`config.mk`:
```
export PLATFORM = sky130hd
export DESIGN_NAME = fpa_prep
export DESIGN_NICKNAME = d
export VERILOG_FILES = /design/src/rtl/fpa_pkg.sv /design/src/rtl/fpa_prep.sv
export SDC_FILE = /design/constraint.sdc
export NUM_CORES = 2
export LEC_CHECK = 0
export ABC_CLOCK_PERIOD_IN_PS = 28100
export BUFFER_PORTS_ARGS = -buffer_cell sky130_fd_sc_hd__buf_2
export CORE_MARGIN = 3
export CORE_UTILIZATION = 40
export DETAILED_ROUTE_END_ITERATION = 6
export PLACE_DENSITY_LB_ADDON = 0.3
export SLEW_MARGIN = 20
export SYNTH_ARGS = -nofsm -noshare
export SYNTH_HDL_FRONTEND = slang
export SYNTH_SLANG_ARGS = --single-unit
```
`constraint.sdc`:
```
create_clock -name clock -period 28.1 [get_ports clock]
set_input_delay 2.81 -clock clock [delete_from_list [all_inputs] [get_ports clock]]
set_output_delay 2.81 -clock clock [all_outputs]
set_load 0.01 [all_outputs]
```
`src/rtl/fpa_pkg.sv`:
```
package fpa_pkg;

   // Number format
   localparam int FRACTION_BITS = 8;
   localparam int DATA_W        = 32;
   localparam int NUM_W         = DATA_W + FRACTION_BITS;
   localparam int PROD_W        = 2 * DATA_W;
   localparam int KIND_W        = 4;
   localparam int STATUS_W      = 2;

   // Operation codes
   localparam logic [KIND_W-1:0] KIND_ADD      = 4'd0;
   localparam logic [KIND_W-1:0] KIND_SUB      = 4'd1;
   localparam logic [KIND_W-1:0] KIND_MUL      = 4'd2;
   localparam logic [KIND_W-1:0] KIND_DIV      = 4'd3;
   localparam logic [KIND_W-1:0] KIND_MIN      = 4'd4;
   localparam logic [KIND_W-1:0] KIND_MAX      = 4'd5;
   localparam logic [KIND_W-1:0] KIND_INC      = 4'd6;
   localparam logic [KIND_W-1:0] KIND_DEC      = 4'd7;
   localparam logic [KIND_W-1:0] KIND_FROM_INT = 4'd8;
   localparam logic [KIND_W-1:0] KIND_TO_INT   = 4'd9;

   // Status codes
   localparam logic [STATUS_W-1:0] STATUS_OK   = 2'd0;
   localparam logic [STATUS_W-1:0] STATUS_SAT  = 2'd1;
   localparam logic [STATUS_W-1:0] STATUS_DIV0 = 2'd2;

   // Saturation limits
   localparam logic signed [DATA_W-1:0] SAT_MAX = {1'b0, {(DATA_W-1){1'b1}}};
   localparam logic signed [DATA_W-1:0] SAT_MIN = {1'b1, {(DATA_W-1){1'b0}}};

   // Fields that ride alongside the divider
   typedef struct packed {
      logic [KIND_W-1:0]          kind;
      logic signed [DATA_W-1:0]   simple_result;
      logic [STATUS_W-1:0]        simple_status;
      logic                       a_less;
      logic                       a_greater;
      logic                       a_equal;
      logic signed [PROD_W-1:0]   product;
      logic                       div_neg;
      logic                       div_zero;
   } fpa_side_type;

   // One finished result transaction
   typedef struct packed {
      logic signed [DATA_W-1:0]   result;
      logic                       a_less;
      logic                       a_greater;
      logic                       a_equal;
      logic [STATUS_W-1:0]        status;
   } fpa_rsp_type;

endpackage

```
`src/rtl/fpa_prep.sv`:
```
module fpa_prep (
   input  logic                                clock,
   input  logic                                reset,
   input  logic                                enable,
   input  logic                                in_valid,
   input  logic [fpa_pkg::KIND_W-1:0]          in_kind,
   input  logic signed [fpa_pkg::DATA_W-1:0]   in_a,
   input  logic signed [fpa_pkg::DATA_W-1:0]   in_b,
   output logic                                valid_ff,
   output fpa_pkg::fpa_side_type               side_ff,
   output logic [fpa_pkg::NUM_W-1:0]           num_ff,
   output logic [fpa_pkg::DATA_W-1:0]          den_ff
);

   localparam int DW = fpa_pkg::DATA_W;
   localparam int FB = fpa_pkg::FRACTION_BITS;

   logic signed [DW:0]       add_s;
   logic signed [DW:0]       sub_s;
   logic signed [DW:0]       inc_s;
   logic signed [DW:0]       dec_s;
   logic [FB:0]              from_hi;
   logic                     from_ovf;
   logic                     lt;
   logic                     gt;
   logic [DW-1:0]            a_mag;
   logic [DW-1:0]            b_mag;
   fpa_pkg::fpa_side_type    side_in;
   logic [fpa_pkg::NUM_W-1:0] num_in;

   // Saturate a one-bit-wider sum to the data range
   function automatic logic signed [DW-1:0] clamp_sum(input logic signed [DW:0] s);
      if (s[DW] != s[DW-1]) begin
         clamp_sum = s[DW] ? fpa_pkg::SAT_MIN : fpa_pkg::SAT_MAX;
      end else begin
         clamp_sum = s[DW-1:0];
      end
   endfunction

   // Sums and comparison
   assign add_s   = {in_a[DW-1], in_a} + {in_b[DW-1], in_b};
   assign sub_s   = {in_a[DW-1], in_a} - {in_b[DW-1], in_b};
   assign inc_s   = {in_a[DW-1], in_a} + (DW+1)'(1);
   assign dec_s   = {in_a[DW-1], in_a} - (DW+1)'(1);
   assign lt      = in_a < in_b;
   assign gt      = in_a > in_b;
   assign from_hi = in_a[DW-1 -: FB+1];
   assign from_ovf = !((&from_hi) || !(|from_hi));

   // Divider operands as magnitudes
   assign a_mag  = in_a[DW-1] ? (~$unsigned(in_a) + 1'b1) : $unsigned(in_a);
   assign b_mag  = in_b[DW-1] ? (~$unsigned(in_b) + 1'b1) : $unsigned(in_b);
   assign num_in = {a_mag, {FB{1'b0}}};

   // Decode the simple operations
   always_comb begin
      side_in               = '0;
      side_in.kind          = in_kind;
      side_in.a_less        = lt;
      side_in.a_greater     = gt;
      side_in.a_equal       = (in_a == in_b);
      side_in.product       = in_a * in_b;
      side_in.div_neg       = in_a[DW-1] ^ in_b[DW-1];
      side_in.div_zero      = (in_b == '0);
      side_in.simple_result = '0;
      side_in.simple_status = fpa_pkg::STATUS_OK;
      unique case (in_kind)
         fpa_pkg::KIND_ADD: begin
            side_in.simple_result = clamp_sum(add_s);
            if (add_s[DW] != add_s[DW-1]) side_in.simple_status = fpa_pkg::STATUS_SAT;
         end
         fpa_pkg::KIND_SUB: begin
            side_in.simple_result = clamp_sum(sub_s);
            if (sub_s[DW] != sub_s[DW-1]) side_in.simple_status = fpa_pkg::STATUS_SAT;
         end
         fpa_pkg::KIND_INC: begin
            side_in.simple_result = clamp_sum(inc_s);
            if (inc_s[DW] != inc_s[DW-1]) side_in.simple_status = fpa_pkg::STATUS_SAT;
         end
         fpa_pkg::KIND_DEC: begin
            side_in.simple_result = clamp_sum(dec_s);
            if (dec_s[DW] != dec_s[DW-1]) side_in.simple_status = fpa_pkg::STATUS_SAT;
         end
         fpa_pkg::KIND_MIN: side_in.simple_result = lt ? in_a : in_b;
         fpa_pkg::KIND_MAX: side_in.simple_result = gt ? in_a : in_b;
         fpa_pkg::KIND_FROM_INT: begin
            if (from_ovf) begin
               side_in.simple_result = in_a[DW-1] ? fpa_pkg::SAT_MIN : fpa_pkg::SAT_MAX;
               side_in.simple_status = fpa_pkg::STATUS_SAT;
            end else begin
               side_in.simple_result = in_a <<< FB;
            end
         end
         fpa_pkg::KIND_TO_INT: side_in.simple_result = in_a >>> FB;
         default: side_in.simple_result = '0;
      endcase
   end

   // Valid bit
   always_ff @(posedge clock) begin
      if (reset) begin
         valid_ff <= 1'b0;
      end else if (enable) begin
         valid_ff <= in_valid;
      end
   end

   // Payload
   always_ff @(posedge clock) begin
      if (enable) begin
         side_ff <= side_in;
         num_ff  <= num_in;
         den_ff  <= b_mag;
      end
   end

endmodule

```
* Word-level counts from Yosys, hierarchy flattened
Index checks and enable logic that the tools add are counted.
** Cells by class
- Order comparisons :: 2
- Bitwise gates (word level) :: 3
- Multiply operators :: 1
- Eq/ne operators :: 12
- Add/subtract/negate cells :: 6
- Reductions and logical operators :: 6
- Multiplexer cells :: 21
** Operators with widths (number)
- two-way mux 32 bit :: 12
- one-hot mux 32 bit (8 select lines) :: 1
- adder 32 x 1 -> 32 bit, second input constant :: 2
- multiplier 32 x 32 -> 64 bit :: 1
- NOT 32 bit :: 2
- two-way mux 31 bit :: 2
- adder 32 x 2 -> 33 bit, second input constant :: 1
- adder 32 x 32 -> 33 bit :: 1
- subtractor 32 x 2 -> 33 bit, second input constant :: 1
- subtractor 32 x 32 -> 33 bit :: 1
- equality test 32 bit :: 1
- greater-than comparator 32 bit :: 1
- zero test 32 bit :: 1
- less-than comparator 32 bit :: 1
- equality test 4 x 3 -> 1 bit, second input constant :: 4
- one-hot mux 2 bit (5 select lines) :: 1
- AND reduction 9 bit :: 1
- OR reduction 9 bit :: 1
- equality test 4 bit, second input constant :: 2
- two-way mux 1 bit :: 5
- equality test 4 x 1 -> 1 bit, second input constant :: 1
- zero test 4 bit :: 1
- inequality test 1 bit :: 4
- zero test 1 bit :: 1
- 2 further kinds :: 2
** Word-level totals
- Input bits :: 72
- Output and inout port bits :: 180
- Flip-flop bits (word level) :: 172

* Depth between registers and ports, before layout
- Depth in word-level cells :: 5
- Depth in mapped cells :: 31
- Gate-level depth less buffers :: 28

* Least setup slack after synthesis
OpenSTA, ideal clock, no wires.
- Path type :: input -> register
- From :: input port in_a[31] (netlist name)
- To :: register side_ff[58] (netlist name) (data pin)
- Data required time :: 27963 ps
- Stages :: 30
- Slack :: 17336 ps
- Path buffers :: 4
- Data arrival time :: 10626 ps
- Cells stage by stage :: clkbuf_1 -> clkbuf_1 -> clkbuf_1 -> nand2_1 -> inv_1 -> fa_1 -> inv_1 -> fa_1 -> inv_1 -> fa_1 -> fa_1 -> inv_1 -> fa_1 -> inv_1 -> fa_1 -> inv_1 -> fa_1 -> inv_1 -> fa_1 -> ha_1 -> clkbuf_1 -> nand3_1 -> nor2_1 -> inv_1 -> o221ai_1 -> a21oi_1 -> a21oi_1 -> nor3_2 -> or4b_1 -> nand4_1
** RTL lines
- start, declared :: RTL line fpa_prep.sv:7 : input logic signed [fpa_pkg::DATA_W-1:0] in_a,
- end signal, assigned :: RTL line fpa_prep.sv:111 : side_ff <= side_in;
- end, declared :: RTL line fpa_prep.sv:10 : output fpa_pkg::fpa_side_type side_ff,

==> impl_metrics.py <==
metrics = {
    "run_status": {
        "status": "complete, but fails checks",
        "violations": "design-rule violations",
    },
    "worst_setup_path": {
        "crit_path_start_kind": "primary input",
        "required_ns": 28.50,
        "reg2reg_to": "valid_ff$_SDFFE_PP0P_",
        "crit_start": "in_b[3]",
        "crit_family": "adder cells",
        "critPathSlowestCell": "fa_1",
        "regToRegSetupSlack_ns": 27.52,
        "crit-reg2reg-launch": "valid_ff$_SDFFE_PP0P_",
        "cp_cell_sequence": "buf_2 -> buf_4 -> inv_1 -> nor2_1 -> fa_1 -> fa_1 -> fa_1 -> fa_1 -> inv_1 -> fa_1 -> inv_1 -> fa_1 -> fa_1 -> fa_1 -> ha_1 -> and2_1 -> nand3_1 -> nor2_1 -> and3_1 -> o2111ai_1 -> a21oi_1 -> nor3_2 -> or4b_1 -> nand4_1",
        "ff2ff_path_depth": 2,
        "arrival_ns": 11.96,
        "cpMostUsedCell": "fa_1",
        "end_kind": "flip-flop",
        "cp_max_fo": 36,
        "crit_buf_inv": 5,
        "critPathKind": "primary input to flip-flop",
        "max_stage_delay_ns": 0.99,
    },
    "drt": {
        "wl_per_cell_um": 24.6,
        "routed_wl_um": 172000,
        "vias": 39000,
        "viasPerCell": 5.59,
        "dr.pass1.iters": 7,
        "postRouteAntennaNets": 0,
        "drtIter0Drc": 4094,
        "post-route-drc-count": 2,
    },
    "min_path": {
        "hold_depth": 2,
        "hp-start": "valid_ff$_SDFFE_PP0P_",
        "hold_path_end": "valid_ff$_SDFFE_PP0P_",
        "worstHoldPathType": "flip-flop to flip-flop",
    },
    "synth": {
        "netlist_area_um2": 49300,
        "synth-seq-cells": 171,
        "synth-edff-count": 170,
        "synth_top_family_by_area": "adder cells",
        "synth.distinct_cells": 88,
        "synth.avg_cell_area_um2": 9.23,
        "synthAdderAreaFrac_pct": 50.4,
        "seq_area_frac_synth_pct": 10.4,
        "synth_top_area_share_pct": 44.0,
        "muxShareOfSynthArea_pct": 0.190,
        "synth_area_leaders": "fa_1, edfxtp_1, inv_1, ha_1, and2_1",
        "synthCells": 5342,
        "yosys.area.top_type": "fa_1",
        "ys_async_sr_fraction_pct": 0,
        "synth_flop_cell": "edfxtp_1",
        "yosys_warnings": 0,
        "synth_xor_area_share_pct": 3.96,
        "synth_compound_area_share_pct": 8.72,
        "synth_simple_gate_area_share_pct": 15.6,
    },
    "floorplan": {
        "dieArea_um2": 128000,
        "num_rows": 128,
        "die_width_um": 357,
        "ios": 252,
        "chipHeight_um": 357,
        "core_um2": 122000,
        "start_util_pct": 40.4,
    },
    "placed_design": {
        "place_inst": 6947,
        "portBuffers": 242,
        "gp_congestion": 0.962,
        "dpl.hpwl_um": 131000,
        "pre_cts_ws_ns": 16.03,
    },
    "clocking": {
        "numCtsBuffers": 17,
        "htree_num_levels": 4,
        "cts.repair.resized": 0,
        "clock_path_buffers": 2,
        "ctsHoldBuffers": 0,
        "postCtsSetupRepairBufs": 0,
        "tritoncts": "done",
        "clock-sinks": 171,
        "clock_latency_ns": 0.52,
        "path_clk_slew_ns": 0.08,
        "cts_root_buffer": "clkbuf_16",
    },
    "global_routing": {
        "grt_pass1_wl_um": 261000,
        "grt_max_degree": 68,
        "grt_pass1_vias": 40100,
        "grt-ovfl-total": 0,
        "antenna_found_initial": 4,
        "grt_util_all_layers_pct": 27.5,
    },
    "finish": {
        "layout.nets": 6749,
        "fillers": 12000,
        "final_common_cell": "fa_1",
        "stdcell_count": 6983,
        "syn_to_final_growth_pct": 6.29,
        "drive_above_1_share_pct": 7.53,
        "final_cell_mix": "fa_1, inv_1, nand2_1",
        "seqCellArea_um2": 5120,
        "multi_input_area_um2": 39000,
    },
    "sta": {
        "post-route-min-period_ns": 11.57,
        "hold_viol": 0,
        "skew_ns": 0,
        "setup_tns_ns": 0,
        "rsz0062_at_grt": "false",
        "report.final.setup_viol": 0,
        "period_share_pct": 41.2,
        "slew_headroom_pct": 18.1,
        "fin_ws_ns": 16.53,
        "clock.fmax_mhz": 86.5,
        "maxSlewViolCount": 0,
        "worst_pin_slew_ns": 1.22,
    },
    "job": {
        "maxCapViolations": 0,
    },
}
-- cell type report --
| type | count | area share (%) |
|---|---|---|
| Antenna cell | 4 | 0.0191 |
| Clock buffer | 17 | 0.812 |
| Clock inverter | 15 | 0.294 |
| Inverter | 1041 | 7.46 |
| Multi-Input combinational cell | 3794 | 74.4 |
| Sequential cell | 171 | 9.78 |
| Tap cell | 1625 | 3.88 |
| Timing Repair Buffer | 316 | 3.39 |
-- registers in the layout, indices dropped and copies added, names as in the netlist --
register  count
valid_ff      1
num_ff       32
den_ff       32
side_ff     106
-- worst max path at each step --
stage / depth (start not counted) / slack [ns] / endpoint
2_1_floorplan: 30 / 17.34 / side_ff[58]$_DFFE_PP_
3_3_place_gp: 24 / 16.08 / side_ff[58]$_DFFE_PP_
3_5_place_dp: 24 / 16.03 / side_ff[58]$_DFFE_PP_
4_1_cts: 24 / 16.56 / side_ff[58]$_DFFE_PP_
5_1_grt: 25 / 16.06 / side_ff[58]$_DFFE_PP_
6_report: 24 / 16.53 / side_ff[58]$_DFFE_PP_
-- synthesized netlist by cell type, drive strengths merged (21+ instances only) --
cell    count
a21o       46
a21oi     151
a221oi     35
a31oi      24
and2      432
and3       21
buf        55
clkbuf    289
edfxtp    170
fa       1084
ha        252
inv      1037
nand2     590
nand2b     30
nand3      55
nand4      51
nor2      263
nor3       52
o211ai     67
o21ai     161
o21bai     23
xnor2     179
xor2       44
-- logic make-up (layout without fill, tap and decap cells) --
group,after synthesis,count (layout)
and+or+nand+nor,1579,1579
buffers and inverters,1385,1389
adders and majority gates,1336,1336
AOI/OAI and AO/OA,638,638
xor gates and xnor gates,223,223
DFF,171,171
muxes,9,9
other,1,13
-- worst reg2reg max path, delay by kind of cell, from the launching register on --
kind / cells / cell delay, ns
simple gates: 1 / 0.05
mux: 1 / 0.12
flops: 1 / 0.31
-- metal layers --
metal | vias to the layer above | part of all wire [%] | global-route usage [%]
met4 | 2 | 5.5 | 12.3
li1 | 16400 | - | -
met2 | 2200 | 44 | 41.6
met1 | 19900 | 40 | 37.8
met5 | - | 0.0076 | 0
met3 | 476 | 10 | 6.10
-- per-stage QoR --
stage               hold slack (ns)  area [um^2]  util, %
floorplan                     0.528        49300        -
global placement              0.471        51800     42.4
detailed placement            0.492        51800     42.4
CTS                           0.512        52400     42.9
global route                  0.570        52400     42.9
finish                        0.502        52400     42.9
Power is not shown: default switching activity piles up to over one toggle a cycle in this logic, so the estimate is an artifact.
