### src/rtl/fpa_pkg.sv
package fpa_pkg;

   // Number format
   localparam int FRACTION_BITS = 8;
   localparam int DATA_W        = 32;
   localparam int NUM_W         = DATA_W + FRACTION_BITS;
   localparam int PROD_W        = 2 * DATA_W;
   localparam int KIND_W        = 4;
   localparam int STATUS_W      = 2;

   // Operation codes
   localparam logic [KIND_W-1:0] KIND_ADD      = 4'd0;
   localparam logic [KIND_W-1:0] KIND_SUB      = 4'd1;
   localparam logic [KIND_W-1:0] KIND_MUL      = 4'd2;
   localparam logic [KIND_W-1:0] KIND_DIV      = 4'd3;
   localparam logic [KIND_W-1:0] KIND_MIN      = 4'd4;
   localparam logic [KIND_W-1:0] KIND_MAX      = 4'd5;
   localparam logic [KIND_W-1:0] KIND_INC      = 4'd6;
   localparam logic [KIND_W-1:0] KIND_DEC      = 4'd7;
   localparam logic [KIND_W-1:0] KIND_FROM_INT = 4'd8;
   localparam logic [KIND_W-1:0] KIND_TO_INT   = 4'd9;

   // Status codes
   localparam logic [STATUS_W-1:0] STATUS_OK   = 2'd0;
   localparam logic [STATUS_W-1:0] STATUS_SAT  = 2'd1;
   localparam logic [STATUS_W-1:0] STATUS_DIV0 = 2'd2;

   // Saturation limits
   localparam logic signed [DATA_W-1:0] SAT_MAX = {1'b0, {(DATA_W-1){1'b1}}};
   localparam logic signed [DATA_W-1:0] SAT_MIN = {1'b1, {(DATA_W-1){1'b0}}};

   // Fields that ride alongside the divider
   typedef struct packed {
      logic [KIND_W-1:0]          kind;
      logic signed [DATA_W-1:0]   simple_result;
      logic [STATUS_W-1:0]        simple_status;
      logic                       a_less;
      logic                       a_greater;
      logic                       a_equal;
      logic signed [PROD_W-1:0]   product;
      logic                       div_neg;
      logic                       div_zero;
   } fpa_side_type;

   // One finished result transaction
   typedef struct packed {
      logic signed [DATA_W-1:0]   result;
      logic                       a_less;
      logic                       a_greater;
      logic                       a_equal;
      logic [STATUS_W-1:0]        status;
   } fpa_rsp_type;

endpackage

### src/rtl/fpa_out_queue.sv
module fpa_out_queue (
   input  logic                   clock,
   input  logic                   reset,
   input  logic                   push,
   input  fpa_pkg::fpa_rsp_type   push_data,
   input  logic                   pop,
   output logic                   has_room,
   output logic                   head_valid,
   output fpa_pkg::fpa_rsp_type   head_data
);

   logic [1:0]             count_ff;
   logic [1:0]             count_in;
   fpa_pkg::fpa_rsp_type   entry0_ff;
   fpa_pkg::fpa_rsp_type   entry1_ff;

   assign has_room   = (count_ff != 2'd2);
   assign head_valid = (count_ff != 2'd0);
   assign head_data  = entry0_ff;

   // Occupancy
   always_comb begin
      count_in = count_ff;
      if (push && !pop) begin
         count_in = count_ff + 2'd1;
      end else if (pop && !push) begin
         count_in = count_ff - 2'd1;
      end
   end

   always_ff @(posedge clock) begin
      if (reset) begin
         count_ff <= 2'd0;
      end else begin
         count_ff <= count_in;
      end
   end

   // Entries: advance the second into the head on a pop
   always_ff @(posedge clock) begin
      if (pop) begin
         entry0_ff <= (push && count_ff == 2'd1) ? push_data : entry1_ff;
      end else if (push && count_ff == 2'd0) begin
         entry0_ff <= push_data;
      end
      if (push && ((count_ff == 2'd1 && !pop) || (count_ff == 2'd2))) begin
         entry1_ff <= push_data;
      end
   end

endmodule

### config.mk
export PLATFORM = sky130hd
export DESIGN_NAME = fpa_out_queue
export DESIGN_NICKNAME = d
export VERILOG_FILES = /design/src/rtl/fpa_pkg.sv /design/src/rtl/fpa_out_queue.sv
export SDC_FILE = /design/constraint.sdc
export NUM_CORES = 1
export LEC_CHECK = 0
export BUFFER_PORTS_ARGS = -buffer_cell sky130_fd_sc_hd__buf_2
export CAP_MARGIN = 25
export CELL_PAD_IN_SITES_DETAIL_PLACEMENT = 0
export CELL_PAD_IN_SITES_GLOBAL_PLACEMENT = 1
export CORE_ASPECT_RATIO = 1.1
export CORE_MARGIN = 2
export CORE_UTILIZATION = 40
export DETAILED_ROUTE_END_ITERATION = 10
export PLACE_DENSITY_LB_ADDON = 0.1
export SYNTH_ARGS = -nofsm -noshare
export SYNTH_HDL_FRONTEND = slang
export SYNTH_SLANG_ARGS = --single-unit
### constraint.sdc
create_clock -name clock -period 3.8 [get_ports clock]
set_input_delay 0.19 -clock clock [delete_from_list [all_inputs] [get_ports clock]]
set_output_delay 0.19 -clock clock [all_outputs]
set_load 0.1 [all_outputs]
# Word-level counts from Yosys, hierarchy flattened
# Index checks and enable logic that the tools add are counted.
# classes
add_sub_neg,2
n_eq_ne,3
mux,5
n_reduce_logical,13
# op_table
op,count
2-to-1 mux 37 bit,3
logical AND 1 bit,6
nonzero test 2 bit,3
2-to-1 mux 2 bit,2
"adder 2 x 1 -> 2 bit, second input constant",1
"== test 2 x 1 -> 1 bit, second input constant",1
"== test 2 bit, second input constant",1
zero test 1 bit,2
zero test 2 bit,1
"inequality test 2 bit, second input constant",1
"subtractor 2 x 1 -> 2 bit, second input constant",1
logical OR 1 bit,1
# word_totals
regBits,76
input_bits,41
output_inout_bits,39
elab_cells,34

# Longest topological paths before layout
# Gate-level depths: netlist of run 1.
# depth
depth_word,4
ltp_mapped,6
ltp_nobuf,4

# Least setup slack after synthesis of run 1
# OpenSTA, ideal clock, no wires.
# synth_path
kind,register to register
start,reg count_ff[0]
end,reg entry1_ff[0] in the netlist's numbering (enable)
setup_time_ns,0.488
arrival_ns,3.758
path_slack_ns,-0.447
path_stages_with_launch,5
path_buffers,0
synth_period_minus_slack_ns,4.247
path_cell_list,dfxtp_1 -> inv_1 -> ha_1 -> inv_1 -> a21boi_0
# synth_between
elab_chain_cells,4
word_cells_on_any_way,5
classes_between,2 x eq/ne; 3 x reduce/logical
# synth_rtl
item,line,source
"start, declared",fpa_out_queue.sv:12,logic [1:0] count_ff;
"start signal, assigned",fpa_out_queue.sv:35,count_ff <= count_in;
== test 2 x 1 -> 1 bit,fpa_out_queue.sv:46,if (push && ((count_ff == 2'd1 && !pop) || (count_ff == 2'd2))) begin
logical AND 1 bit,fpa_out_queue.sv:46,
logical OR 1 bit *,fpa_out_queue.sv:46,
logical AND 1 bit *,fpa_out_queue.sv:46,
"end signal, assigned",fpa_out_queue.sv:47,entry1_ff <= push_data;
"end, declared",fpa_out_queue.sv:15,fpa_pkg::fpa_rsp_type entry1_ff;
# Every way passes the cells marked *; elsewhere a longest branch is shown, timed or not.
# A chain may end at the register's enable or synchronous reset.

# Worst setup path after layout of run 1
# layout_path
start,reg count_ff[1]
end,reg entry0_ff (netlist bit head_data[26]) (data pin)
# layout_between
elab_chain_cells,4
# layout_rtl
item,line,source
== test 2 x 1 -> 1 bit,fpa_out_queue.sv:42,entry0_ff <= (push && count_ff == 2'd1) ? push_data : entry1_ff;
logical AND 1 bit,fpa_out_queue.sv:42,
2-to-1 mux 37 bit,fpa_out_queue.sv:42,
2-to-1 mux 37 bit,fpa_out_queue.sv:41,if (pop) begin
"end signal, assigned",fpa_out_queue.sv:42,
"end signal, assigned",fpa_out_queue.sv:44,entry0_ff <= push_data;
"end, declared",fpa_out_queue.sv:14,fpa_pkg::fpa_rsp_type entry0_ff;
# Every way passes these cells.

==> metrics.md, run 1 <==
| Metric | Value |
|---|---|
| Result of the run | `complete, no violations` |
| Mean area per synthesized cell | `22.1 µm²` |
| Peak ir drop on the vdd network | `0.287 mV` |
| Least-Margin Pin Slew | `911 ps` |
| Layout Nets | `269` |
| DRT iter0 DRCs | `99` |
| HP Class | `primary input to flip-flop` |
| Max-slew violations | `0` |
| Crit-path max cell delay | `540 ps` |
| Core Footprint | `7350 µm²` |
| LEAKAGE | `1.52 nW` |
| Root buffer cell | `clkbuf_8` |
| Proportion of register bits with asynchronous set or reset after synthesis | `0%` |
| Post-synthesis to final-layout area growth | `23.6%` |
| Syn Inst Count | `136` |
| Maximum root-to-sink buffer count | `2` |
| Setup violations, final | `0` |
| Mapped Nets | `181` |
| Worst Setup Start Kind | `flip-flop` |
| Unrepaired setup endpoints after global routing | `false` |
| First-pass GRT wire length | `7.87 mm` |
| DR pass1 iterations | `4` |
| Final weighted congestion of routability-driven global placement | `0.739` |
| Routed length on met1 | `2.24 mm` |
| FP Rows | `33` |
| Number of distinct standard cells referenced by the synthesized netlist | `16` |
| Kind of cell with the highest combined delay on the critical path | `buffers and inverters` |
| Top post-synthesis cells by count | `edfxtp_1, mux2_4, mux2_2` |
| Detailed-route via count | `1490` |
| Proportion of layout cells with a drive suffix above 1 | `59.0%` |
| Count of maximum capacitance violations | `0` |
| Number of buffers created by CTS | `9` |
| Number of resized instances in the post-cts repair step | `0` |
| Slowest-stage cell, CP | `buf_4` |
| Post-DRT Antenna Nets | `0` |
| Antenna diode instance count | `0` |
| Uppermost routed layer | `met4` |
| Die ar. | `8210 µm²` |
| Data required time at the worst endpoint | `3880 ps` |
| Number of antenna violations at the first check in global routing | `0` |
| Largest net degree at the start of global routing | `38` |
| Clock latency on the worst-skew pair | `330 ps` |
| Cts-stage hold buffer count | `0` |
| Post-route minimum period | `2030 ps` |
| Met2 layer wire length in the routed design | `2.35 mm` |
| Initial standard-cell utilization of the core | `40.8%` |
| Data arrival, critical path | `2110 ps` |
| Clock tree sinks | `76` |
| Util after Layout | `50.4%` |
| Global-route usage over all layers | `13.1%` |
| TritonCTS clock tree | `yes` |
| Routed wire length on met3 | `241 µm` |
| Highest fanout seen on the critical path | `37` |
| Total wirelength of the detailed-routed design | `4.88 mm` |
| Pwr per Cell Area | `656 nW/µm²` |
| Number of failing hold endpoints at the final stage | `0` |
| Clock-pin slew reported for the worst setup and hold paths after clock tree synthesis | `80 ps` |
| Post-Syn Area | `3000 µm²` |
| Cell with the most instances after synthesis | `edfxtp_1` |
| Drt via density | `4.72` |
| Biggest area contributors in the synthesized netlist | `edfxtp_1, mux2_4, mux2_2` |
| Chip height | `94.8 µm` |
| # H-tree levels | `3` |
| HPWL after detailed placement | `3.28 mm` |
| Total of buffers placed on input and output ports | `79` |
| Total gr overflow | `0` |
| Mean routed wirelength per cell | `15.4 µm` |
| Area share of the leading cell type in the synthesized netlist | `74.1%` |
| Kind of critical path | `flip-flop to flip-flop` |
| Critical Path End Type | `flip-flop` |
| CP bufs+invs | `2` |
| Number of remaining DRC errors | `0` |
| Most instantiated flip-flop cell in the synthesis netlist | `edfxtp_1` |
| Worst hold-check slack | `36.6 ps` |
| Number of flops mapped to enable cells by yosys | `74` |
| Via count of the first global-routing pass | `1551` |
| Dominant cell type by area after synthesis | `edfxtp_1` |
| FF+latch count, synth | `76` |
| Top achievable clock speed | `494 MHz` |
| Worst relative slew slack | `39.1%` |
| I/O Pins | `80` |
| Period Utilization, post-route | `53.3%` |
| Critical Path, Cell by Cell | `inv_1, ha_1, a21boi_4, buf_4, mux2_2` |
| Die X | `86.6 µm` |
| Count of synthesis-stage warnings from yosys | `0` |
| Skew final | `9.05 ps` |
| Setup Buffers After CTS | `0` |
| Count of filler cells inserted in the layout | `618` |
| Setup_tns | `0 ps` |
| Sequential area share after synthesis | `75.4%` |
-- worst paths after layout --
path | endpoint | startpoint | slack (ps) | depth (start not counted)
max | head_data[26]$_DFFE_PP_ | count_ff[1]$_SDFFE_PP0P_ | 1770 | 5
min | count_ff[0]$_SDFFE_PP0P_ | reset | 40 | 2
max reg2reg | head_data[26]$_DFFE_PP_ | count_ff[1]$_SDFFE_PP0P_ | 1770 | 5
min reg2reg | count_ff[1]$_SDFFE_PP0P_ | count_ff[1]$_SDFFE_PP0P_ | 510 | 2
-- final cells by class --
class	instances	area [µm²]	area share, %
Inverter	5	18.8	0.506
Clock buffer	9	124	3.34
Clock inverter	7	114	3.07
Multi-Input combinational cell	51	669	18.1
Timing Repair Buffer	81	410	11.1
Sequential cell	76	2260	61.0
Tap cell	87	109	2.94
-- kinds of logic (layout without fill, tap and decap cells) --
kind of cell | count (synthesis) | count (layout) | synth area share, %
flops | 76 | 76 | 75.4
mux | 37 | 37 | 17.6
buf+inv | 9 | 102 | 3.00
simple gates | 5 | 5 | 0.834
fa+ha+maj | 4 | 4 | 1.67
compound gates | 3 | 3 | 0.876
xor+xnor | 2 | 2 | 0.584
-- report_power, final --
| group | switching (mW) | internal (mW) |
|---|---|---|
| clock | 0.284 | 0.434 |
| sequential | 0.0235 | 1.03 |
| combinational | 0.526 | 0.130 |
-- state kept, by name, indices dropped and copies added, names as in the netlist --
signal     count
entry1_ff     37
head_data     37
count_ff       2
-- layout by cell type (no fill, tap or decap), drive strengths merged, types with 2 or more instances in the layout --
master / count
mux2: 37
xor2: 2
clkbuf: 9
edfxtp: 74
inv: 6
a21boi: 2
buf: 81
bufinv: 3
dfxtp: 2
clkinv: 2
nand2: 2
ha: 4
-- stage by stage --
stage / cells / area, µm² / power [mW] / worst slack, ps
after detailed placement: 300 / 3470 / 1.74 / 1750
after global routing: 316 / 3710 / 2.53 / 1640
after floorplan: 136 / 3000 / 1.64 / 564
final: 316 / 3710 / 2.43 / 1770
after CTS: 316 / 3710 / 2.46 / 1730
after global placement: 300 / 3470 / 1.73 / 1840
-- worst register-to-register path: cells and delay by family, from the launching register on --
| family | cells | cell delay (ps) |
|---|---|---|
| adder cells (fa/ha/maj) | 1 | 220 |
| multiplexers | 1 | 430 |
| flip-flops | 1 | 360 |
| AO/OA/AOI/OAI | 1 | 150 |
| buffers and inverters | 2 | 620 |
-- metal layers --
metal  GRT usage [%]  vias to the layer above
met5               0                        -
met4            6.25                        0
met3            4.37                        4
met2            19.8                       46
met1            16.9                      741
li1                -                      699
(Power assumes the default switching activity.)
==> run 2: changes to the inputs <==
ABC_AREA = 1   (was default)
CORE_UTILIZATION = 41   (was 40)
clock period = 1.9 ns   (was 3.8 ns; I/O delays follow)
==> run 2 against run 1 <==
  * Design area is 11% higher
  * Power is 100% higher
  * Clock-buffer cell count up 1
  * Setup slack worse by 1500 ps
  * Synthesized area decreased by 1.8%
  * Critical endpoint is now head_valid
  * Via count grew 38%
  * Clock skew shrank 3.5 ps
  * Sequential cell count stayed put
==> metrics.md, run 2 <==
| Metric | Value |
|---|---|
| Drt via density | `4.68 (-0.64%)` |
| Cell count of the worst reg-to-reg path | `7 (+2)` |
| Post-synthesis to final-layout area growth | `39.7%` |
| Standard cell area after detailed placement | `3470 µm² (about the same)` |
| Biggest area contributors in the synthesized netlist | `edfxtp_1, nand2_1, nand3_1` |
| HP Class | `primary input to flip-flop` |
| Fin area | `4120 µm² (+11%)` |
| Detailed-route via count | `2052 (+38%)` |
| Highest fanout seen on the critical path | `3 (-92%)` |
| Start of the worst register-to-register path | `count_ff[1]$_SDFFE_PP0P_` |
| Largest net degree at the start of global routing | `38 (unchanged)` |
| Clock tree sinks | `76 (unchanged)` |
| Layout Nets | `393 (+46%)` |
| Pwr per Cell Area | `1180 nW/µm² (+81%)` |
| First-pass GRT wire length | `9.56 mm (+21%)` |
| Number of distinct standard cells referenced by the synthesized netlist | `13 (-3)` |
| Max-slew violations | `0 (unchanged)` |
| Total wirelength of the detailed-routed design | `5.97 mm (+22%)` |
| Die X | `84.8 µm (-2.0%)` |
| Post-route minimum period | `1630 ps` |
| Die ar. | `7880 µm² (-4.0%)` |
| Clock-pin slew reported for the worst setup and hold paths after clock tree synthesis | `70 ps (about the same)` |
| Sequential area share after synthesis | `76.8% (+1.4 points)` |
| Syn Inst Count | `224 (+65%)` |
| Core Footprint | `7010 µm² (-4.7%)` |
| LEAKAGE | `1.80 nW (+18%)` |
| TritonCTS clock tree | `yes` |
| Startpoint of the most critical setup path | `count_ff[0]$_SDFFE_PP0P_` |
| Count of maximum capacitance violations | `0 (unchanged)` |
| Proportion of register bits with asynchronous set or reset after synthesis | `0% (unchanged)` |
| Setup Buffers After CTS | `0 (unchanged)` |
| Mean routed wirelength per cell | `13.6 µm (-12%)` |
| Post-Syn Area | `2950 µm² (-1.8%)` |
| Result of the run | `complete, no violations` |
| Initial standard-cell utilization of the core | `42.1% (+1.2 points)` |
| Maximum root-to-sink buffer count | `2 (unchanged)` |
| Chip height | `92.9 µm (-2.0%)` |
| Worst hold-check slack | `222 ps (+186 ps)` |
| Most common cell after layout, fill and taps aside | `nand2_1` |
| Root buffer cell | `clkbuf_8` |
| Peak ir drop on the vdd network | `0.656 mV (+130%)` |
| Total gr overflow | `0 (unchanged)` |
| # H-tree levels | `3 (unchanged)` |
| Count of synthesis-stage warnings from yosys | `0 (unchanged)` |
| Most instantiated flip-flop cell in the synthesis netlist | `edfxtp_1` |
| Critical Path End Type | `output port` |
| Terminus of the critical flop-to-flop path | `head_data[17]$_DFFE_PP_` |
| Worst relative slew slack | `66.8% (+28 points)` |
| Area share of the leading cell type in the synthesized netlist | `75.4% (+1.4 points)` |
| Final weighted congestion of routability-driven global placement | `0.732 (-0.96%)` |
| Data required time at the worst endpoint | `1800 ps (-2080 ps)` |
| DR pass1 iterations | `4 (unchanged)` |
| Number of remaining DRC errors | `0 (unchanged)` |
| Worst setup slack after layout | `274 ps (-1500 ps)` |
| Skew final | `5.55 ps (-3.50 ps)` |
| Cts-stage hold buffer count | `38 (+38)` |
| Cell with the most instances after synthesis | `nand2_1` |
| Period Utilization, post-route | `85.6%` |
| Number of resized instances in the post-cts repair step | `0 (unchanged)` |
| Via count of the first global-routing pass | `1976 (+27%)` |
| Post-DRT Antenna Nets | `0 (unchanged)` |
| Mapped Nets | `269 (+49%)` |
| FF+latch count, synth | `76 (unchanged)` |
| Setup_tns | `0 ps (unchanged)` |
| HPWL after detailed placement | `3.60 mm (+9.6%)` |
| DRT iter0 DRCs | `114 (+15%)` |
| Clock latency on the worst-skew pair | `340 ps (about the same)` |
| Proportion of layout cells with a drive suffix above 1 | `29.5% (-29 points)` |
| Top post-synthesis cells by count | `nand2_1, edfxtp_1, nand3_1` |
| Data arrival, critical path | `1530 ps (-580 ps)` |
| Antenna diode instance count | `0 (unchanged)` |
| Least-Margin Pin Slew | `502 ps (-409 ps)` |
| Setup violations, final | `0 (unchanged)` |
| Setup slack, reg-to-reg | `320 ps (-1450 ps)` |
| Setup WS pre-CTS | `292 ps (-1460 ps)` |
| Mean area per synthesized cell | `13.2 µm² (-40%)` |
| Timing endpoint of the critical path | `head_valid` |
| Most frequent cells in the layout | `nand2_1, buf_2, edfxtp_1` |
| Number of flops mapped to enable cells by yosys | `74 (unchanged)` |
| Unrepaired setup endpoints after global routing | `false` |
| Global-route usage over all layers | `16.1% (+3.0 points)` |
| Worst Setup Start Kind | `flip-flop` |
| FP Rows | `32 (-3.0%)` |
| Number of antenna violations at the first check in global routing | `0 (unchanged)` |
| I/O Pins | `80 (unchanged)` |
| Number of failing hold endpoints at the final stage | `0 (unchanged)` |
| Dominant cell type by area after synthesis | `edfxtp_1` |
| Number of buffers created by CTS | `9 (unchanged)` |
| Kind of critical path | `flip-flop to output port` |
| Top achievable clock speed | `615 MHz` |
| Total of buffers placed on input and output ports | `79 (unchanged)` |
| Total power consumption of the routed design | `4.87 mW (+100%)` |
## run 2: cell types whose count changed after synthesis, sizes merged, moves of 2 or more
cell	previous run	this run
a21oi	0	2
mux2	37	0
inv	5	10
buf	4	11
nand2	2	81
nand3	0	38
a21boi	2	0
xor2	2	0
## run 2: worst max-delay path, cell delays in order (launching register included)
cell	delay, ps
dfxtp_1	360
inv_1	90
ha_1	190
inv_1	110
buf_2	450
## run 2: where the power goes
group / internal (mW) / leakage, nW / total, mW / switching (mW)
logic: 0.230 / 0.935 / 1.22 / 0.986
registers: 2.03 / 0.734 / 2.07 / 0.0355
clock network: 1.01 / 0.127 / 1.59 / 0.584
## run 2: area by class of cell
class	instances	area, µm²
Clock buffer	10	128
Clock inverter	6	136
Fill cell	570	2890
Inverter	10	37.5
Multi-Input combinational cell	127	593
Sequential cell	76	2260
Tap cell	85	106
Timing Repair Buffer	124	853
## run 2: per-stage QoR
step	instances	util, %
6_report	438	58.8
5_1_grt	438	58.8
4_1_cts	438	58.8
3_5_place_dp	384	49.6
3_3_place_gp	384	49.6
2_1_floorplan	224	-
## run 2: cell families after synthesis
logic type                 share of synthesized area (%)
and+or+nand+nor                                     16.9
DFF                                                 76.8
buffers and inverters                               3.95
AOI/OAI and AO/OA                                  0.722
adders and majority gates                           1.70
## run 2: metal layers
metal  vias to the layer above  track usage [%]  part of all wire (%)
met5                         -                0                     0
met4                         0             6.35                   1.3
met3                         6             4.46                   4.9
met2                        66             26.1                    49
met1                       955             20.6                    44
li1                       1025                -                     -
## run 2: how the worst min path moves through the flow
stage | to | slack, ps | start | cells after the start
global placement | count_ff[0]$_SDFFE_PP0P_ | 280 | reset | 2
global route | count_ff[0]$_SDFFE_PP0P_ | 250 | push | 5
finish | count_ff[1]$_SDFFE_PP0P_ | 220 | push | 5
detailed placement | count_ff[0]$_SDFFE_PP0P_ | 280 | reset | 2
floorplan | count_ff[0]$_SDFFE_PP0P_ | 160 | reset | 1
CTS | count_ff[1]$_SDFFE_PP0P_ | 210 | push | 5
