### src/rtl/fpa_pkg.sv
package fpa_pkg;

   // Number format
   localparam int FRACTION_BITS = 8;
   localparam int DATA_W        = 32;
   localparam int NUM_W         = DATA_W + FRACTION_BITS;
   localparam int PROD_W        = 2 * DATA_W;
   localparam int KIND_W        = 4;
   localparam int STATUS_W      = 2;

   // Operation codes
   localparam logic [KIND_W-1:0] KIND_ADD      = 4'd0;
   localparam logic [KIND_W-1:0] KIND_SUB      = 4'd1;
   localparam logic [KIND_W-1:0] KIND_MUL      = 4'd2;
   localparam logic [KIND_W-1:0] KIND_DIV      = 4'd3;
   localparam logic [KIND_W-1:0] KIND_MIN      = 4'd4;
   localparam logic [KIND_W-1:0] KIND_MAX      = 4'd5;
   localparam logic [KIND_W-1:0] KIND_INC      = 4'd6;
   localparam logic [KIND_W-1:0] KIND_DEC      = 4'd7;
   localparam logic [KIND_W-1:0] KIND_FROM_INT = 4'd8;
   localparam logic [KIND_W-1:0] KIND_TO_INT   = 4'd9;

   // Status codes
   localparam logic [STATUS_W-1:0] STATUS_OK   = 2'd0;
   localparam logic [STATUS_W-1:0] STATUS_SAT  = 2'd1;
   localparam logic [STATUS_W-1:0] STATUS_DIV0 = 2'd2;

   // Saturation limits
   localparam logic signed [DATA_W-1:0] SAT_MAX = {1'b0, {(DATA_W-1){1'b1}}};
   localparam logic signed [DATA_W-1:0] SAT_MIN = {1'b1, {(DATA_W-1){1'b0}}};

   // Fields that ride alongside the divider
   typedef struct packed {
      logic [KIND_W-1:0]          kind;
      logic signed [DATA_W-1:0]   simple_result;
      logic [STATUS_W-1:0]        simple_status;
      logic                       a_less;
      logic                       a_greater;
      logic                       a_equal;
      logic signed [PROD_W-1:0]   product;
      logic                       div_neg;
      logic                       div_zero;
   } fpa_side_type;

   // One finished result transaction
   typedef struct packed {
      logic signed [DATA_W-1:0]   result;
      logic                       a_less;
      logic                       a_greater;
      logic                       a_equal;
      logic [STATUS_W-1:0]        status;
   } fpa_rsp_type;

endpackage

### src/rtl/fpa_finish.sv
module fpa_finish (
   input  fpa_pkg::fpa_side_type         side,
   input  logic [fpa_pkg::NUM_W-1:0]     quot,
   output fpa_pkg::fpa_rsp_type          rsp
);

   localparam int DW = fpa_pkg::DATA_W;
   localparam int NW = fpa_pkg::NUM_W;
   localparam int PW = fpa_pkg::PROD_W;
   localparam int FB = fpa_pkg::FRACTION_BITS;
   localparam logic [PW-1:0] HALF = PW'(1) << (FB-1);

   logic [PW-1:0]            rsum;
   logic signed [PW-1:0]     rshift;
   logic [PW-DW:0]           mul_hi;
   logic                     mul_ovf;
   logic                     pos_ovf;
   logic                     neg_ovf;
   logic [DW-1:0]            quot_lo;

   // Round half away from zero: bias by half, less one for negatives
   assign rsum    = $unsigned(side.product) + HALF - PW'(side.product[PW-1]);
   assign rshift  = $signed(rsum) >>> FB;
   assign mul_hi  = rshift[PW-1:DW-1];
   assign mul_ovf = !((&mul_hi) || !(|mul_hi));

   // Quotient range check by sign
   assign quot_lo = quot[DW-1:0];
   assign pos_ovf = |quot[NW-1:DW-1];
   assign neg_ovf = (|quot[NW-1:DW]) || (quot[DW-1] && (|quot[DW-2:0]));

   // Select the result
   always_comb begin
      rsp.a_less    = side.a_less;
      rsp.a_greater = side.a_greater;
      rsp.a_equal   = side.a_equal;
      rsp.result    = side.simple_result;
      rsp.status    = side.simple_status;
      unique case (side.kind)
         fpa_pkg::KIND_MUL: begin
            if (mul_ovf) begin
               rsp.result = side.product[PW-1] ? fpa_pkg::SAT_MIN : fpa_pkg::SAT_MAX;
               rsp.status = fpa_pkg::STATUS_SAT;
            end else begin
               rsp.result = rshift[DW-1:0];
               rsp.status = fpa_pkg::STATUS_OK;
            end
         end
         fpa_pkg::KIND_DIV: begin
            if (side.div_zero) begin
               rsp.result = '0;
               rsp.status = fpa_pkg::STATUS_DIV0;
            end else if (side.div_neg) begin
               rsp.result = neg_ovf ? fpa_pkg::SAT_MIN : $signed(~quot_lo + 1'b1);
               rsp.status = neg_ovf ? fpa_pkg::STATUS_SAT : fpa_pkg::STATUS_OK;
            end else begin
               rsp.result = pos_ovf ? fpa_pkg::SAT_MAX : $signed(quot_lo);
               rsp.status = pos_ovf ? fpa_pkg::STATUS_SAT : fpa_pkg::STATUS_OK;
            end
         end
         default: begin
            rsp.result = side.simple_result;
            rsp.status = side.simple_status;
         end
      endcase
   end

endmodule

### config.mk
export PLATFORM = sky130hd
export DESIGN_NAME = fpa_finish
export DESIGN_NICKNAME = d
export VERILOG_FILES = /design/src/rtl/fpa_pkg.sv /design/src/rtl/fpa_finish.sv
export SDC_FILE = /design/constraint.sdc
export NUM_CORES = 1
export LEC_CHECK = 0
export ABC_AREA = 1
export BUFFER_PORTS_ARGS = -buffer_cell sky130_fd_sc_hd__buf_4
export CORE_MARGIN = 2
export CORE_UTILIZATION = 50
export DETAILED_ROUTE_END_ITERATION = 8
export PLACE_DENSITY = 0.79
export SYNTH_ARGS = -nofsm -noshare
export SYNTH_HDL_FRONTEND = slang
export SYNTH_SLANG_ARGS = --single-unit
### constraint.sdc
create_clock -name vclk -period 2.4
set_input_delay 0.24 -clock vclk [all_inputs]
set_output_delay 0.24 -clock vclk [all_outputs]
set_load 0.1 [all_outputs]
==> results of run 1 <==
==> per-layer routing <==
metal	global-route usage [%]	overflow
met1	71.4	0
met2	93.7	50
met3	59.4	0
met4	80.2	38
met5	18.3	0
==> timing repair <==
item,in CTS
resized for setup,508
gates cloned,4
setup endpoints to repair,33
pin swaps,180
setup buffers,30
==> cells by family after synthesis <==
logic type / after synthesis / share of synthesized area (%)
compound gates: 121 / 7.76
buf+inv: 489 / 21.4
fa+ha+maj: 63 / 8.91
xor+xnor: 58 / 5.74
simple gates: 1191 / 56.2
==> stage by stage <==
stage               hold WS, ns  cells
CTS                       0.481   2645
detailed placement        0.481   2614
global placement          0.481   2614
floorplan                 0.692   1922
==> flow_results.org, run 1 <==
** Placement
- Count of input and output buffers :: 178
- Worst setup slack before clock tree synthesis :: -1.33 ns
- The congestion estimate from routability-driven global placement came to 1.09.
- After legalization and detailed placement, the total HPWL measured approximately 36000 um.
- Placed standard-cell area :: ~0.014 mm2

** Global routing
- The via count of the first global-routing pass was 19000.
- Pin count of the biggest net entering global routing :: 34
- All-Layer GR Usage :: 74.8%
- Wire length of the first global-routing pass :: 109000 um
- For this run the aggregate overflow at the end of global routing stands at 88.

** Floorplanning
- Initial Utilization :: approximately 50%
- Pin placement for this block handled 184 I/O pins.
- In this run the horizontal extent of the chip is 137 um.
- In this run the vertical extent of the chip is between 100 and 150 um.
- Row count :: 48

** Outcome
- Run status :: did not finish
- Progress stopped at global routing.
- Run-stopping error :: [ERROR GRT-0116] Global routing finished with congestion. Check the congestion regions in the DRC Viewer.

** Synth
- In this run the mean area of a mapped cell was 4.60 um2.
- Syn. warnings :: 0
- The commonest cells after synthesis are nand2_1 (796), inv_1 (447), nor2_1 (179).
- Ranking of synthesized cells by area :: nand2_1 (34%), inv_1 (19%), ha_1 (8.9%)
- Among all cell types in the netlist, the one instantiated most often is nand2_1.
- The top cell type by area accounts for between 30% and 40% of the synthesized area.
- Post-synthesis cell area :: slightly below 0.009 mm2
- Net count of the mapped netlist :: 2132
- Of all cell types, the one taking the most synthesized area is nand2_1.
- Sequential cells were found to cover 0% of the synthesized design area.
- After synthesis, the netlist uses 43 different library cells.
- Cell count after synthesis :: 1922

** Clock network
- Count of hold buffers inserted by post-cts repair :: 0
==> run 2: changes to the inputs <==
--- a/config.mk
+++ b/config.mk
@@ -8,9 +8,9 @@
 export ABC_AREA = 1
 export BUFFER_PORTS_ARGS = -buffer_cell sky130_fd_sc_hd__buf_4
 export CORE_MARGIN = 2
-export CORE_UTILIZATION = 50
+export CORE_UTILIZATION = 35
 export DETAILED_ROUTE_END_ITERATION = 8
-export PLACE_DENSITY = 0.79
+export PLACE_DENSITY_LB_ADDON = 0.15
 export SYNTH_ARGS = -nofsm -noshare
 export SYNTH_HDL_FRONTEND = slang
 export SYNTH_SLANG_ARGS = --single-unit
==> constraint.sdc (replaced) <==
create_clock -name vclk -period 3.1
set_input_delay 0.31 -clock vclk [all_inputs]
set_output_delay 0.31 -clock vclk [all_outputs]
set_load 0.1 [all_outputs]
==> flow_results.org, run 2 <==
** Timing
- Setup violations remaining at the end of the flow were counted as 33.
- Hold violation total from the final report :: 0
- For the finished layout, the period the worst path requires is 3.59 ns.
- The final max-slew violation count is 0.
- Worst-Margin Slew :: 0.564 ns
- Normalized max-slew margin :: 62.4%
- Final WS setup :: -0.491 ns
- After layout, the worst path uses 116% of the clock period.
- Setup repair after global routing could not meet its margin everywhere.
- For this run, the top clock speed supported by timing is 278 MHz.

** Setup path
- Among all stages on the critical path, the largest delay is contributed by ha_4.
- The critical path goes through buf_8, clkinvlp_4, ha_4, nand2_8, nor2_4, inv_4, nor3_4, nand2_2, nor2_1, nand2_2, nand2_1, nand2_1, nand2_2, nand2_1, nor2_2, nand2_1, nor2_2, nand2_4, nand3_4, buf_12, buf_12, nand3_2, nand2_2, buf_12.
- Crit path largest cell delay :: around 0.39 ns
- Top cell family by delay on the critical path :: simple AND/OR/NAND/NOR gates
- Category of the worst setup path capture point :: output port
- At the worst endpoint, the arrival time is 3.28 ns.
- Largest fanout of any net on the critical path :: 8
- The worst setup path is of the in2out kind.
- The worst setup path is launched from a primary input.
- Worst EP required :: 2.79 ns
- Buf/Inv on CP :: 6

** Finish
- Clk_buf instances :: 0
- Storage cell area :: 0 um2
- In the layout the commonest cells are nand2_1 (663), inv_1 (437), buf_4 (430).
- Layout sequential cell count :: 0
- NumNets Final :: between 2000 and 3000
- Syn-to-layout area delta :: 67.0%
- The post-route netlist has about a third of its cells at a drive strength greater than 1.
- Once layout is done, the placed cells without fillers occupy 0.0148 mm2.
- Leaving out fill and tap cells, the most frequent cell in the layout is nand2_1.
- The count of cells in the finished layout, fillers not included, comes to 2708.
- Antenna cell count :: 0

** Synth
- Count of different cell masters after synthesis :: between 40 and 50
- Share of the yosys chip area belonging to registers :: 0%
- After synthesis, the mean cell area works out to 4.60 um2.
- In the post-synthesis netlist, the cell with the most instances is nand2_1.
- Syn. warnings :: 0
- Post-synthesis cell area :: 0.00885 mm2
- Cell count after synthesis :: 1922
- Ranking of synthesized cells by area :: nand2_1 (34%), inv_1 (19%), ha_1 (8.9%)
- Most frequent cells after synthesis :: nand2_1 (796), inv_1 (447), nor2_1 (179)
- Net count of the mapped netlist :: 2132
- Of the post-synthesis cell area, the dominant cell type holds 33.8%.
- The synthesized design spends more area on one cell type than any other, namely nand2_1.

** Routing
- Detailed router's first-iteration violation count :: just under 900
- After detailed routing, the average wire length per cell comes to ~16 um.
- Summed over all layers, the routed wires come to 42900 um.
- In the routed design, unresolved DRC markers number 0.
- Detailed Routing Iterations Pass 1 :: 6
- Antenna-violating nets left :: 0
- The detailed router placed between 10000 and 15000 vias in this run.
- In the routed layout, each cell is associated on average with a via count of 4.86.

** Floorplanning
- In this run the core area contains 58 standard-cell rows.
- After floorplanning, the core was sized to cover 0.0250 mm2.
- Initial Utilization :: 35.3%
- The die is 163 um tall.
- The die is between 150 and 200 um wide.
- The die covers 0.0266 mm2.
- During I/O placement, the number of pins put on the boundary was 184.

** Global routing
- Via count of the first global-routing pass :: ~13000
- The first global-routing pass estimated 64700 um of wire.
- The initial antenna violation count is 0.
- GRT overflow :: 0
- All-Layer GR Usage :: 30.9%
- Entering global routing, the biggest net connects 34 pins.

** Outcome
- The flow ran to the end, but the final reports show violations.
- The checks that failed: setup timing.

** Pwr
- Areal power density over the cells :: 197 mW/mm2
- Total power :: about 3 mW
- Static leakage :: roughly 8.4 nW
- Peak supply drop :: 0.105 mV

** Placement
- Count of input and output buffers :: 178
- The HPWL after detailed placement is between 30000 and 40000 um.
- Once placement finished, the instance area stood at 0.0127 mm2.
- Inst Count DP :: ~2700
- Routability-driven placement finished with a final weighted congestion of 1.07.

** Run
- Total of max-cap violations :: 0

** Min path
- Type of the most critical hold path :: in2out

** Clock network
- The number of hold buffers added after CTS was 0.
==> run 2: cell counts after synthesis <==
No cell type changed its count.
==> run 2: area by class of cell <==
| class | instances | area [um2] |
|---|---|---|
| Fill cell | 2627 | 10300 |
| Multi-Input combinational cell | 1436 | 8460 |
| Timing Repair Buffer | 478 | 4160 |
| Inverter | 464 | 1750 |
| Tap cell | 330 | 413 |
==> run 2: per-stage QoR <==
step	hold WS, ns	TNS [ns]	util [%]	worst slack (ns)
2_1_floorplan	0.832	0	-	0.0143
3_3_place_gp	0.621	-27.48	50.6	-0.874
3_5_place_dp	0.621	-27.14	50.6	-0.866
4_1_cts	0.621	-13.14	55.0	-0.448
5_1_grt	0.620	-21.05	59.0	-0.674
6_report	0.620	-14.95	59.0	-0.491
==> run 2: cell families (layout without fill, tap and decap cells) <==
logic type	Yosys count	after routing	synth area share [%]
simple gates	1191	1194	56.2
compound gates	121	121	7.76
fa+ha+maj	63	63	8.91
buf+inv	489	942	21.4
xor+xnor	58	58	5.74
==> run 2: final timing paths <==
| kind | from | to | slack [ns] | cells after the start |
|---|---|---|---|---|
| min | side[68] | rsp[4] | 0.62 | 0 |
| max | side[40] | rsp[10] | -0.49 | 24 |
==> run 2: per-layer routing <==
metal	GRT usage, %	vias to the layer above	share of wire [%]	routed length, um
li1	-	6688	-	-
met1	35.5	5859	40	17000
met2	55.8	490	48	20400
met3	2.65	123	5.6	2380
met4	18.3	0	7.2	3070
met5	0	-	0	0
==> run 2: timing repair <==
action	4_1_cts	5_1_grt
pin swaps	40	68
gates resized for setup	224	197
setup endpoints to repair	33	33
buffers inserted	13	11
gates cloned	5	0
==> run 2: power by group <==
part           switching (mW)  internal (mW)  total [mW]
Sequential                  0              0           0
Clock                       0              0           0
Combinational            1.69           1.23        2.92
(Power assumes the default switching activity.)
==> run 3: changes to the inputs <==
--- a/config.mk
+++ b/config.mk
@@ -11,6 +11,8 @@
 export CORE_UTILIZATION = 35
 export DETAILED_ROUTE_END_ITERATION = 8
 export PLACE_DENSITY_LB_ADDON = 0.15
+export SETUP_SLACK_MARGIN = 0.05
+export SLEW_MARGIN = 0
 export SYNTH_ARGS = -nofsm -noshare
 export SYNTH_HDL_FRONTEND = slang
 export SYNTH_SLANG_ARGS = --single-unit
==> flow_results.org, run 3 (synthesis results as in run 2) <==
** Setup path
- Top cell family by delay on the critical path :: simple AND/OR/NAND/NOR gates
- Crit start category :: primary input
- By startpoint and endpoint, the worst setup path is classified as in2out.
- In this run the worst path has a maximum fanout of 8.
- The cell that appears most often on the critical path is nand2_4.
- The critical path contains buffers and inverters numbering 8 combined.
- Data arrival time of the critical path :: 3.16 ns
- The slowest stage of the critical path is the ha_4 cell.
- Crit path largest cell delay :: 0.29 ns
- STA puts the critical path data required time at 2.79 ns.
- Category of the worst setup path capture point :: output port

** Floorplanning
- The floorplan has 58 rows.
- Top Ports :: 184
- DIE HEIGHT :: approximately 160 um
- Initial Utilization :: 35.3%
- The die covers 0.0266 mm2.
- Die width :: 163 um
- Placeable core region :: 0.0250 mm2

** Finish
- From synthesis to final layout, the design area changed by 80.3%.
- Leaving out fill and tap cells, the most frequent cell in the layout is nand2_1.
- Layout sequential cell count :: 0
- Count of placed standard cells in the final layout, fillers left out :: 2691
- Across the whole layout, storage elements account for 0 um2.
- 0 antenna diodes ended up in the layout.
- Fraction of layout instances using a drive strength above 1 :: 43.6%
- The finished cells cover 0.0160 mm2.
- Measured on the finished design, the core utilization comes to 63.7%.
- After filler insertion, the fill cell instance count of the layout stands at between 2000 and 2500.
- Clk_buf instances :: 0
- The final layout contains ~2600 nets.
- The top cell types in the final layout, fill and taps aside, are nand2_1 (568), buf_4 (414), inv_1 (387).

** Routing
- The detail route stage leaves a number of antenna-violating nets equal to 0.
- Post-detailed-routing wire length :: 42300 um
- Detailed router's first-iteration violation count :: 847
- For this block, the via count after detailed routing is 13200.
- For this run, design rule violations remaining after detail routing come to 0.
- Detail-routed net length per standard cell :: 15.7 um
- The first TritonRoute pass finished after 5 iterations.
- Via-per-instance ratio :: 4.92

** Timing
- Final critical delay including setup and external delays :: approximately 3.5 ns
- Setup violations remaining at the end of the flow were counted as 33.
- Max-slew violation count :: 0
- The worst pin sits at a relative slew slack of 40.3%.
- WHS :: 0.620 ns
- Setup repair after global routing could not meet its margin everywhere.
- Dividing the final minimum period by the clock period gives 112%.
- Final WS setup :: -0.371 ns
- Hold violation total from the final report :: 0
- Based on the critical path, the design can be clocked at up to roughly 290 MHz.
- Worst-Margin Slew :: slightly below 0.9 ns

** Placement
- Detail Placement HPWL :: 34100 um
- Count of input and output buffers :: 178
- Placed standard-cell area :: 0.0127 mm2
- In this run, placement finished with an instance count of 2663.
- Routability-driven placement finished with a final weighted congestion of around 1.

** Global routing
- Antenna violations before repair :: 0
- Pin count of the biggest net entering global routing :: 33
- The via count of the first global-routing pass was 12400.
- Global routing finished with a remaining overflow of 0.
- Wire length of the first global-routing pass :: 62400 um
- All-Layer GR Usage :: 29.8%

** Pwr
- Total power for the finished layout comes to 3.21 mW.
- Areal power density over the cells :: 201 mW/mm2
- Static leakage :: 8.71 nW
- Peak supply drop :: 0.142 mV

** Min path
- The path class of the tightest hold or removal check is in2out.
- The worst hold path terminates at rsp[3].
- The startpoint identified for the worst hold timing path is side[67].
- Worst hold path depth :: 0

** Outcome
- Violations in the final reports :: setup timing
- The flow ran to the end, but the final reports show violations.

** Run
- Total of max-cap violations :: 0
[run 3: worst max path at each step]
stage          startpoint  endpoint  slack (ns)  cells after the start
4_1_cts          side[34]    rsp[7]       -0.27                     23
3_3_place_gp     side[18]   rsp[25]       -0.63                     24
3_5_place_dp     side[34]   rsp[25]       -0.60                     22
6_report         side[42]   rsp[20]       -0.37                     26
2_1_floorplan    side[41]   rsp[33]        0.01                     22
5_1_grt          side[43]   rsp[22]       -0.50                     25
[run 3: layer usage]
layer  GRT usage (%)  wire length, um  vias up
li1                -                -     6643
met1            39.4            18100     6019
met2            52.0            19900      488
met3            2.44             2750       98
met4            7.76             1600        0
met5               0                0        -
[run 3: power by group]
part	switching, mW	internal [mW]	total (mW)
clock network	0	0	0
registers	0	0	0
logic	1.87	1.34	3.21
total	1.87	1.34	3.21
[run 3: repair_timing]
item | CTS | global route
pin swaps | 32 | 158
endpoints found under the setup margin | 33 | 33
cloned | 0 | 2
buffers inserted | 4 | 23
hold buffers | 0 | 0
resized for setup | 345 | 392
[run 3: area by class of cell]
type / instances / area [um2] / area share, %
repair buffers: 464 / 4030 / 25.2
multi-input cells: 1433 / 9750 / 61.2
inverters: 464 / 1760 / 11.0
well taps: 330 / 413 / 2.59
[run 3: per-stage QoR]
stage / setup slack [ns] / setup TNS (ns)
floorplan: 0.0143 / 0
global placement: -0.631 / -19.70
detailed placement: -0.602 / -18.55
CTS: -0.270 / -8.11
global route: -0.498 / -14.96
finish: -0.371 / -10.82
==> run 4: changes to the inputs <==
--- a/config.mk
+++ b/config.mk
@@ -7,7 +7,7 @@
 export LEC_CHECK = 0
 export ABC_AREA = 1
 export BUFFER_PORTS_ARGS = -buffer_cell sky130_fd_sc_hd__buf_4
-export CORE_MARGIN = 2
+export CORE_MARGIN = 10
 export CORE_UTILIZATION = 35
 export DETAILED_ROUTE_END_ITERATION = 8
 export PLACE_DENSITY_LB_ADDON = 0.15
==> flow_results.org, run 4 (synthesis results as in run 2) <==
** Outcome
- Run status :: complete, but fails checks
- The final reports fail on setup timing.

** Placement
- Routability cong. :: 1.01
- Count of input and output buffers :: 178
- Detail Placement HPWL :: 36200 um
- Worst setup slack before clock tree synthesis :: -0.896 ns
- In this run, placement finished with an instance count of 2664.

** Floorplanning
- DIE HEIGHT :: 179 um
- For this configuration, the core starts out at a cell density of 35.3%.
- Die Outline Area :: between 0.03 and 0.04 mm2
- Die width :: 179 um
- The region available for standard cell placement spans 0.0250 mm2.
- In this run the core area contains 58 standard-cell rows.
- Top Ports :: ~180

** Routing
- Post-detailed-routing wire length :: 45200 um
- Detail-routed net length per standard cell :: between 15 and 20 um
- Detailed Routing Iterations Pass 1 :: 5
- For this run, design rule violations remaining after detail routing come to 0.
- Antenna-violating nets left :: 0
- Via-per-instance ratio :: around 4.9
- The detailed router finished its first iteration with a little under 900 violations.
- The routed layout has 13200 vias.

** Setup path
- Largest fanout of any net on the critical path :: 14
- Crit path from :: side[31]
- Data arrival time of the critical path :: 3.16 ns
- Kind of critical path :: in2out
- Crit start category :: primary input
- Category of the worst setup path capture point :: output port
- STA puts the critical path data required time at 2.79 ns.

** Finish
- The top cell types in the final layout, fill and taps aside, are nand2_1 (543), buf_4 (405), inv_1 (378).
- Summing all multi-input logic gate instances after layout gives 0.00992 mm2.
- After the flow finishes, the layout carries non-filler instances totaling 2716.
- Most common cell after layout, fill and taps aside :: nand2_1
- Clk_buf instances :: 0
- Layout sequential cell count :: 0
- The sequential cells in the finished layout cover a total of 0 um2.
- Syn-to-layout area delta :: 86.2%
- Number of fillers in the final layout :: around 2300
- At the end of the flow, the number of nets in the layout was about 2600.
- Cells with a size suffix above 1 make up 45.9% of the layout.
- The number of antenna diodes in the final layout is 0.

** Timing
- For the pin with the worst max-slew slack, the measured transition is between 0.6 and 0.7 ns.
- Unrepaired setup endpoints after global routing :: true
- Headroom to the max-slew limit came out at roughly three fifths.
- The tightest hold path in the finished design has a slack of 0.620 ns.
- Setup violations remaining at the end of the flow were counted as 33.
- Highest clock rate :: 288 MHz
- Once routing completed, OpenROAD measured the worst setup slack at -0.371 ns.
- Final critical delay including setup and external delays :: roughly 3.5 ns
- Setup tns final :: -10.84 ns
- The final max-slew violation count came to 0.
- Final Cycle Share :: 112%
- The final hold violation count is 0.

** Run
- Total of max-cap violations :: 0

** Pwr
- In this run the power density over the cells is between 150 and 200 mW/mm2.
- Peak supply drop :: 0.143 mV
- In this run the static leakage power is 8.87 nW.

** Min path
- Startpoint of the most critical hold path :: side[67]
- The path class of the tightest hold or removal check is in2out.
- Along the worst hold path, the cell count comes to 0.

** Global routing
- The total overflow left after global routing is 0.
- The via count of the first global-routing pass was 13000.
- Entering global routing, the biggest net connects 33 pins.
- Antenna violations before repair :: 0
- All-Layer GR Usage :: 26.8%
- The first global-routing pass estimated 68500 um of wire.

** Clock network
- The number of hold buffers added after CTS was 0.
[run 4: worst max-delay path, cell delays in order]
cell and delay [ns]:
buf_4 0.10, inv_2 0.04, ha_4 0.30, nand2_4 0.08
nor2_4 0.12, buf_6 0.13, clkinvlp_4 0.12, nor2_4 0.13
nand2_1 0.07, nor2_1 0.11, nand2_2 0.09, nand3_1 0.11
nand2_1 0.06, nand2_1 0.09, nand2_1 0.06, nor2_1 0.11
nand2_1 0.09, nor2_2 0.15, nand2_4 0.11, buf_12 0.14
nand2_8 0.12, nand2_1 0.13, nand3_1 0.14, nand2_4 0.06
buf_12 0.17
[run 4: path summary, 6_finish.rpt]
| check | to | slack, ns |
|---|---|---|
| setup / recovery | rsp[20] | -0.37 |
| hold / removal | rsp[3] | 0.62 |
[run 4: metrics by stage]
| stage | total power, mW | utilization (%) | instance area [um2] |
|---|---|---|---|
| after global placement | 2.42 | 50.6 | 12700 |
| after global routing | 3.49 | 65.8 | 16500 |
| after CTS | 3.01 | 61.8 | 15500 |
| after floorplan | 1.39 | - | 9080 |
| final | 3.27 | 65.8 | 16500 |
| after detailed placement | 2.42 | 50.6 | 12700 |
[run 4: repair_timing]
item,in CTS,in global routing
gates cloned,2,2
buffers inserted,30,19
gates resized for setup,610,224
pin swaps,123,151
setup endpoints to repair,33,33
[run 4: cell type report]
cell class / instances / area share, %
multi-input combinational: 1435 / 60.2
timing repair buffer: 487 / 26.4
inverter: 464 / 10.8
tap: 330 / 2.51
[run 4: metal layers]
metal  vias to the layer above  GRT usage, %  wire length [um]
li1                       6687             -                 -
met1                      6035          33.7             18900
met2                       450          47.7             21900
met3                        74          3.48              3220
met4                         0          5.24              1250
met5                         -             0                 0
[run 4: power breakdown]
group	total, mW	internal, mW	switching [mW]
Clock	0	0	0
Combinational	3.27	1.38	1.89
Sequential	0	0	0
